==> config.mk <==
export PLATFORM = sky130hd
export DESIGN_NAME = srv_ctrl
export DESIGN_NICKNAME = d
export VERILOG_FILES = /design/src/hw/rtl/srv_pkg.sv /design/src/hw/rtl/srv_ctrl.sv
export SDC_FILE = /design/constraint.sdc
export NUM_CORES = 1
export LEC_CHECK = 0
export BUFFER_PORTS_ARGS = -buffer_cell sky130_fd_sc_hd__buf_2
export CORE_MARGIN = 1.5
export CORE_UTILIZATION = 40
export CTS_BUF_LIST = sky130_fd_sc_hd__clkbuf_2 sky130_fd_sc_hd__clkbuf_4 sky130_fd_sc_hd__clkbuf_8
export DETAILED_ROUTE_END_ITERATION = 8
export PLACE_DENSITY = 0.72
export SLEW_MARGIN = 5
export SYNTH_ARGS = -nofsm -noshare
export SYNTH_HDL_FRONTEND = slang
export SYNTH_SLANG_ARGS = --single-unit
==> constraint.sdc <==
create_clock -name clk -period 1.9 [get_ports clk]
set_input_delay 0 -clock clk [delete_from_list [all_inputs] [get_ports clk]]
set_output_delay 0 -clock clk [all_outputs]
set_load 0.01 [all_outputs]
==> src/hw/rtl/srv_pkg.sv <==
package srv_pkg;

	localparam int SAMPLE_W   = 24;
	localparam int STORE_W    = 32;
	localparam int NUM_LINES  = 7;
	localparam int NUM_AP     = 3;
	localparam int COMB_AW    = 13;
	localparam int MAX_AW     = COMB_AW + 1;
	localparam int CLR_LAST   = 2 ** MAX_AW - 1;
	localparam int MUL_AW     = 36;
	localparam int MUL_BW     = 18;
	localparam int PROD_W     = MUL_AW + MUL_BW;
	localparam int QOUT_W     = PROD_W - 15;

	localparam logic [17:0] AP_G         = 18'd22938;
	localparam logic [17:0] AP_ONE_MIN_G = 18'd9830;
	localparam logic [15:0] Q15_ONE      = 16'd32768;

	// register indexes of the configuration port
	localparam logic [2:0] CFG_SIZE   = 3'd0;
	localparam logic [2:0] CFG_DECAY  = 3'd1;
	localparam logic [2:0] CFG_GAIN_A = 3'd2;
	localparam logic [2:0] CFG_GAIN_B = 3'd3;
	localparam logic [2:0] CFG_GAIN_C = 3'd4;
	localparam logic [2:0] CFG_GAIN_D = 3'd5;
	localparam logic [2:0] CFG_MIX    = 3'd6;

	typedef enum logic [2:0] {
		PH_NONE,
		PH_M1,
		PH_M2,
		PH_M3,
		PH_X1,
		PH_X2,
		PH_X3
	} srv_phase_t;

	// command from controller to datapath
	typedef struct packed {
		logic              clr;
		logic [MAX_AW-1:0] clr_addr;
		logic              load;
		logic              rd;
		logic [2:0]        rd_line;
		srv_phase_t        phase;
		logic [2:0]        line;
	} srv_cmd_t;

	typedef struct packed {
		logic out_stall;
	} srv_sts_t;

	// circular length of each delay line
	function automatic int line_len(input int k);
		case (k)
			0: return 347;
			1: return 113;
			2: return 37;
			default: return 2 ** COMB_AW;
		endcase
	endfunction

	// memory address width, channel bit included
	function automatic int line_aw(input int k);
		case (k)
			0: return 10;
			1: return 8;
			2: return 7;
			default: return MAX_AW;
		endcase
	endfunction

	function automatic logic [11:0] comb_len(input logic [1:0] c);
		case (c)
			2'd0: return 12'd1687;
			2'd1: return 12'd1601;
			2'd2: return 12'd2053;
			default: return 12'd2251;
		endcase
	endfunction

	function automatic logic [15:0] comb_fb(input logic [1:0] c);
		case (c)
			2'd0: return 16'd25330;
			2'd1: return 16'd26280;
			2'd2: return 16'd24674;
			default: return 16'd25330;
		endcase
	endfunction

	// Q15 product, round half up
	function automatic logic signed [QOUT_W-1:0] q15_round(input logic signed [PROD_W-1:0] p);
		logic signed [PROD_W-1:0] t;
		t = p + PROD_W'(16384);
		return t[PROD_W-1:15];
	endfunction

	function automatic logic signed [STORE_W-1:0] sat32(input logic signed [QOUT_W:0] v);
		logic signed [QOUT_W:0] hi;
		logic signed [QOUT_W:0] lo;
		hi = (QOUT_W+1)'(2 ** 31 - 1);
		lo = -hi - 1;
		if (v > hi) return hi[STORE_W-1:0];
		if (v < lo) return lo[STORE_W-1:0];
		return v[STORE_W-1:0];
	endfunction

	function automatic logic signed [SAMPLE_W-1:0] sat24(input logic signed [QOUT_W:0] v);
		logic signed [QOUT_W:0] hi;
		logic signed [QOUT_W:0] lo;
		hi = (QOUT_W+1)'(2 ** (SAMPLE_W - 1) - 1);
		lo = -hi - 1;
		if (v > hi) return hi[SAMPLE_W-1:0];
		if (v < lo) return lo[SAMPLE_W-1:0];
		return v[SAMPLE_W-1:0];
	endfunction

endpackage

==> src/hw/rtl/srv_ctrl.sv <==
module srv_ctrl (
	input  logic              clk,
	input  logic              arst_n,
	input  logic              in_valid,
	output logic              in_ready,
	input  srv_pkg::srv_sts_t sts,
	output srv_pkg::srv_cmd_t cmd
);
	import srv_pkg::*;

	typedef enum logic [8:0] {
		S_CLEAR = 9'b000000001,
		S_IDLE  = 9'b000000010,
		S_RD    = 9'b000000100,
		S_M1    = 9'b000001000,
		S_M2    = 9'b000010000,
		S_M3    = 9'b000100000,
		S_X1    = 9'b001000000,
		S_X2    = 9'b010000000,
		S_X3    = 9'b100000000
	} state_t;

	localparam logic [2:0] LAST_LINE = 3'(NUM_LINES - 1);

	state_t            state_q, state_d;
	logic [2:0]        line_q, line_d;
	logic [MAX_AW-1:0] clr_q;

	assign in_ready = (state_q == S_IDLE);

	// next state and command decode
	always_comb begin
		state_d     = state_q;
		line_d      = line_q;
		cmd         = '0;
		cmd.phase   = PH_NONE;
		cmd.line    = line_q;
		cmd.clr_addr = clr_q;
		case (state_q)
			S_CLEAR: begin
				cmd.clr = 1'b1;
				if (clr_q == MAX_AW'(CLR_LAST)) state_d = S_IDLE;
			end
			S_IDLE: begin
				if (in_valid) begin
					cmd.load = 1'b1;
					line_d   = '0;
					state_d  = S_RD;
				end
			end
			S_RD: begin
				cmd.rd      = 1'b1;
				cmd.rd_line = line_q;
				state_d     = S_M1;
			end
			S_M1: begin
				cmd.phase = PH_M1;
				state_d   = S_M2;
			end
			S_M2: begin
				cmd.phase = PH_M2;
				state_d   = S_M3;
			end
			S_M3: begin
				cmd.phase = PH_M3;
				if (line_q == LAST_LINE) begin
					state_d = S_X1;
				end else begin
					// fetch the next line while this one finishes
					cmd.rd      = 1'b1;
					cmd.rd_line = line_q + 3'd1;
					line_d      = line_q + 3'd1;
					state_d     = S_M1;
				end
			end
			S_X1: begin
				cmd.phase = PH_X1;
				state_d   = S_X2;
			end
			S_X2: begin
				cmd.phase = PH_X2;
				state_d   = S_X3;
			end
			S_X3: begin
				cmd.phase = PH_X3;
				if (!sts.out_stall) state_d = S_IDLE;
			end
			default: state_d = S_CLEAR;
		endcase
	end

	always_ff @(posedge clk or negedge arst_n) begin
		if (!arst_n) begin
			state_q <= S_CLEAR;
			line_q  <= '0;
			clr_q   <= '0;
		end else begin
			state_q <= state_d;
			line_q  <= line_d;
			if (state_q == S_CLEAR) clr_q <= clr_q + 1'b1;
		end
	end

`ifndef ASSERT_OFF
	a_fetch_before_m1: assert property (@(posedge clk) disable iff (!arst_n)
		state_q == S_M1 |-> $past(cmd.rd) && $past(cmd.rd_line) == line_q)
		else $error("line data used without a fetch");
	a_clear_complete: assert property (@(posedge clk) disable iff (!arst_n)
		state_q == S_IDLE && $past(state_q) == S_CLEAR |-> $past(clr_q) == MAX_AW'(CLR_LAST))
		else $error("clearing pass left early");
	a_finish: assert property (@(posedge clk) disable iff (!arst_n)
		state_q == S_X3 && !sts.out_stall |=> state_q == S_IDLE)
		else $error("result stage did not release");
	a_line_range: assert property (@(posedge clk) disable iff (!arst_n)
		state_q == S_X1 |-> line_q == LAST_LINE)
		else $error("mix started before last comb");
`endif

endmodule

Yosys cells after proc, flatten, opt, wreduce, memory -nomap -nowiden
Index checks and enable logic that the tools add are counted. W data, S select, Z words.

$add $sub $neg: 2. Equal/unequal tests: 15. Mux-type cells: 14. Reduce and logical (&&, ||, !) cells: 3.

Operator list (count): $pmux W9 S9 (1); $mux W9 (3); $pmux W3 S6 (1); $add A14 B1 Y14 const B (1); $eq A14 B14 Y1 const B (1); $eq A9 B1 Y1 const B (1); $eq A9 B2 Y1 const B (1); $eq A9 B3 Y1 const B (1); $eq A9 B4 Y1 const B (1); $eq A9 B5 Y1 const B (1); $eq A9 B6 Y1 const B (1); $eq A9 B7 Y1 const B (1); $eq A9 B8 Y1 const B (1); $eq A9 B9 Y1 const B (1); $ne A2 B2 Y1 const B (4); $pmux W4 S2 (1); $mux W7 (1); $mux W3 (2); $pmux W3 S2 (1); $reduce_and A3 Y1 (2); $mux W4 (1); $add A3 B1 Y3 const B (1); $eq A3 B3 Y1 const B (1); $mux W1 (3); $reduce_bool A2 Y1 (1).

Register bits: 26. Output and inout port bits: 27.

Depth between registers and ports, before layout
Depth in word-level cells: 3. Mapped depth: 6. Gate-level depth less buffers: 5.

Worst setup path after synthesis
No wires, ideal clock.

Path type: register to register. From: reg state_q[4]. To: reg line_q[0]. Library setup time: 0.118 ns. Data arrival time: 1.585 ns. Setup slack: 0.197 ns. Stages on the path, launching flop included: 6. Clock period less this slack: 1.703 ns. Path through: dfrtp_1 > buf_4 > or3_1 > nor3_1 > mux2i_1 > a21o_1.

Longest elaborated chain between the ends: 3. Elaborated cells on any way between the ends: 7.

Ends and longest elaborated chain: start: declaration (line srv_ctrl.sv:25) `state_t state_q, state_d;`; start signal: assignment (line srv_ctrl.sv:98) `state_q <= state_d;`; $eq A9 B6 Y1 or $eq A9 B2 Y1 (tied branches) (line srv_ctrl.sv:39) `case (state_q)`; $ne A2 B2 Y1 (no line) or $reduce_bool A2 Y1 (tied branches); $reduce_and A3 Y1 (no line); end signal: assignment (line srv_ctrl.sv:99) `line_q <= line_d;`; end: declaration (line srv_ctrl.sv:26) `logic [2:0] line_q, line_d;`.

Parallel ways exist; a longest one is shown, timed or not. A chain may end at the register's enable or synchronous reset.

==> results.md <==
* Min-Delay Path Class: in2reg
* Vias in the first global route at 1295
* Root buffer cell: clkbuf_8
* Max incr delay on CP at 0.48 ns
* Ys flop type: dfrtp_1
* Post-Layout Cell Count at around 240
* Routed WL at 3600 µm
* Syn Nets at 150
* GPL Wtd Cong at 0.837
* Post-DR vias/cell at about 5.5
* Top cell type's share of synthesized area at 42.2%
* Slowest CP cell: dfrtp_2
* Final hold vios at 0
* Outcome: finished with violations
* Die Height at 63.9 µm
* Post-synth EDFFs at 0
* Yosys reg bits at 26
* Num CTS Buffers at 3
* Core Rows at 21
* Max Cap Viol at 0
* Area growth from synthesis to layout at 26.8%
* Synth top area cells: dfrtp_1 (42%), xnor2_1 (5.3%), xor2_1 (4.7%)
* Cell variety after synth at 42
* FF+latch area at 661 µm²
* Antenna-violating nets left at 0
* Core Box Area at 3440 µm²
* CP Class: reg2out
* Register area share after synthesis at 44.0%
* H-Tree Depth at 1
* DR WL/cell at 15.3 µm
* Critical path startpoint category: register
* Rel. slew slack at 61.6%
* Iteration-0 DRC count of the detailed router at 50
* CTS clk-pin slew, worst paths at 0.09 ns
* Worst slew pin tran at 0.576 ns
* HPWL after DPL at about 2500 µm
* Chip Width at 63.9 µm
* Starting Density at between 40 and 50%
* Clk Latency, worst-skew pair at 0.27 ns
* PD cells at 827 nW/µm²
* Final-layout fill cell count at around 300
* Failing checks: setup timing
* Mapped cell area at 1480 µm²
* Ports at 31
* Setup WS post-layout at -0.0136 ns
* RSZ-0062 raised after global routing: yes
* First-pass GRT wire length at 5930 µm
* Die Area at 4080 µm²
* Initial antenna violation count at 0
* Ys Warns at 0
* Tcrit/Tclk final at 101%
* Vias at 1295
* Skew final at 0.00543 ns
* Post-place setup slack at 0.100 ns
* Layout cells sized above 1 at a little over a third
* Grt ovf at 0
* TritonCTS clock tree: built
* Drt first pass iters at 4
* Leakage power at around 0.97 nW
* Maximum net fanout on the critical path at 6
* Drt drc at 0
* Final Max Slew Viols at 0
* FFs w/ async S/R, synth at between 90% and 100%
* Global Route Usage Sum at a little under a fifth
* Cell count after placement at 219
* Cells after synthesis at 143
* Nets at 197
* Setup total negative slack at -0.0136 ns
* Hold slack at about 0.013 ns
* Syn Area/Cell at 10.4 µm²
* Worst path buffer plus inverter count at 1
* Worst Path Required at 1.90 ns
* Crit-path cells: nor3b_4 -> nand3_4 -> or4b_1 -> o211ai_1 -> buf_2
* CTS Sinks at 26
* Worst ir drop on vdd at 0.445 mV
* Clock Path Buffers at 2
* Largest net degree at the start of global routing at 27
* Antenna diodes at 0
* Multi-input gate area at 807 µm²
* Crit end category: output pin
* Fmax at ~0.52 GHz
* Critical Path AT at between 1.5 and 2 ns
* Port-buffer cells at 30
* Fin crit period at around 1.9 ns
* Final setup vio count at 1
* CP delay by family, top: simple AND/OR/NAND/NOR gates
* Synth area leader: dfrtp_1
cell type report:
class                   count  area share, %
well taps                  46           3.06
clock buffers               4           2.60
flip-flops and latches     26           35.2
inverters                   8           1.60
multi-input cells         105           42.9
repair buffers             46           14.6
flip-flops by register name, summed over array words and instances (netlist names):
| register | count |
|---|---|
| line_q | 3 |
| state_q | 9 |
| clr_q | 14 |
cell families after synthesis:
| logic type | after synthesis | share of synthesized area [%] |
|---|---|---|
| flops | 26 | 44.0 |
| simple gates | 64 | 28.7 |
| xor+xnor | 17 | 10.0 |
| compound gates | 18 | 9.11 |
| fa+ha+maj | 3 | 2.53 |
| buf+inv | 12 | 3.54 |
| mux | 3 | 2.11 |
power breakdown:
| group | switching, mW | total [mW] | internal, mW |
|---|---|---|---|
| logic | 0.259 | 0.461 | 0.203 |
| registers | 0.113 | 0.757 | 0.643 |
| clock network | 0.171 | 0.335 | 0.164 |
cells in the mapped netlist (all sizes together), types with 2 or more instances:
library cell	count
nand3b	2
nor3b	4
nor3	12
ha	3
xnor2	9
nand2	8
a21oi	2
nor4	3
nor2	8
o21bai	2
nand4	8
xor2	8
buf	4
o211ai	2
dfrtp	25
or3	2
mux2i	2
a31oi	2
a21o	4
nand2b	2
and4	5
inv	8
a41o	2
nand3	6
tightest hold or removal path: cells and delay by family:
kind	cells	cell delay (ns)
buffers and inverters	1	0.11
and+or+nand+nor	1	0.07
AOI/OAI and AO/OA	1	0.07
through the flow:
stage               utilization, %  cell area (µm²)  power (mW)
floorplan                        -             1480        1.05
global placement              49.3             1700        1.20
detailed placement            49.3             1700        1.22
CTS                           52.9             1820        1.56
global route                  54.6             1880        1.65
finish                        54.6             1880        1.55
layer usage:
layer  share of wire (%)  up-vias  GRT usage (%)
met4                 1.6        0           5.71
met5                   0        -              0
met2                  50       31           32.3
li1                    -      620              -
met3                 4.7        8           2.99
met1                  44      636           22.5
cell usage in the layout, fill, tap and decap left out, drive strengths merged, types with 3 or more instances in the layout:
cell type  instances
nand2              8
dfrtp             25
ha                 3
nor3b              4
nor2               8
nor4               3
and4               5
nand4              8
a21o               4
xor2               8
nand3              6
buf               44
clkbuf             4
inv                8
nor3              12
xnor2              9
path summary, 6_finish.rpt:
path	startpoint	end	slack, ns	depth (start not counted)
max	state_q[7]$_DFFE_PN0P_	cmd[8]	-0.01	5
min	sts	state_q[8]$_DFFE_PN0P_	0.01	3
max reg2reg	state_q[3]$_DFFE_PN0P_	line_q[1]$_DFFE_PN0P_	0.19	4
min reg2reg	clr_q[8]$_DFFE_PN0N_	clr_q[8]$_DFFE_PN0N_	0.51	1
max in group asynchronous	arst_n	state_q[6]$_DFFE_PN0P_	1.23	2
min in group asynchronous	arst_n	clr_q[3]$_DFFE_PN0N_	0.26	2
timing repair:
item	4_1_cts	5_1_grt
pin swaps	2	4
buffers inserted	4	6
hold buffers	2	0
gates cloned	0	0
endpoints found under the setup margin	1	8
resized for setup	7	6
endpoints found under the hold margin	26	0
No activity file was read; power rests on OpenSTA's default activity.
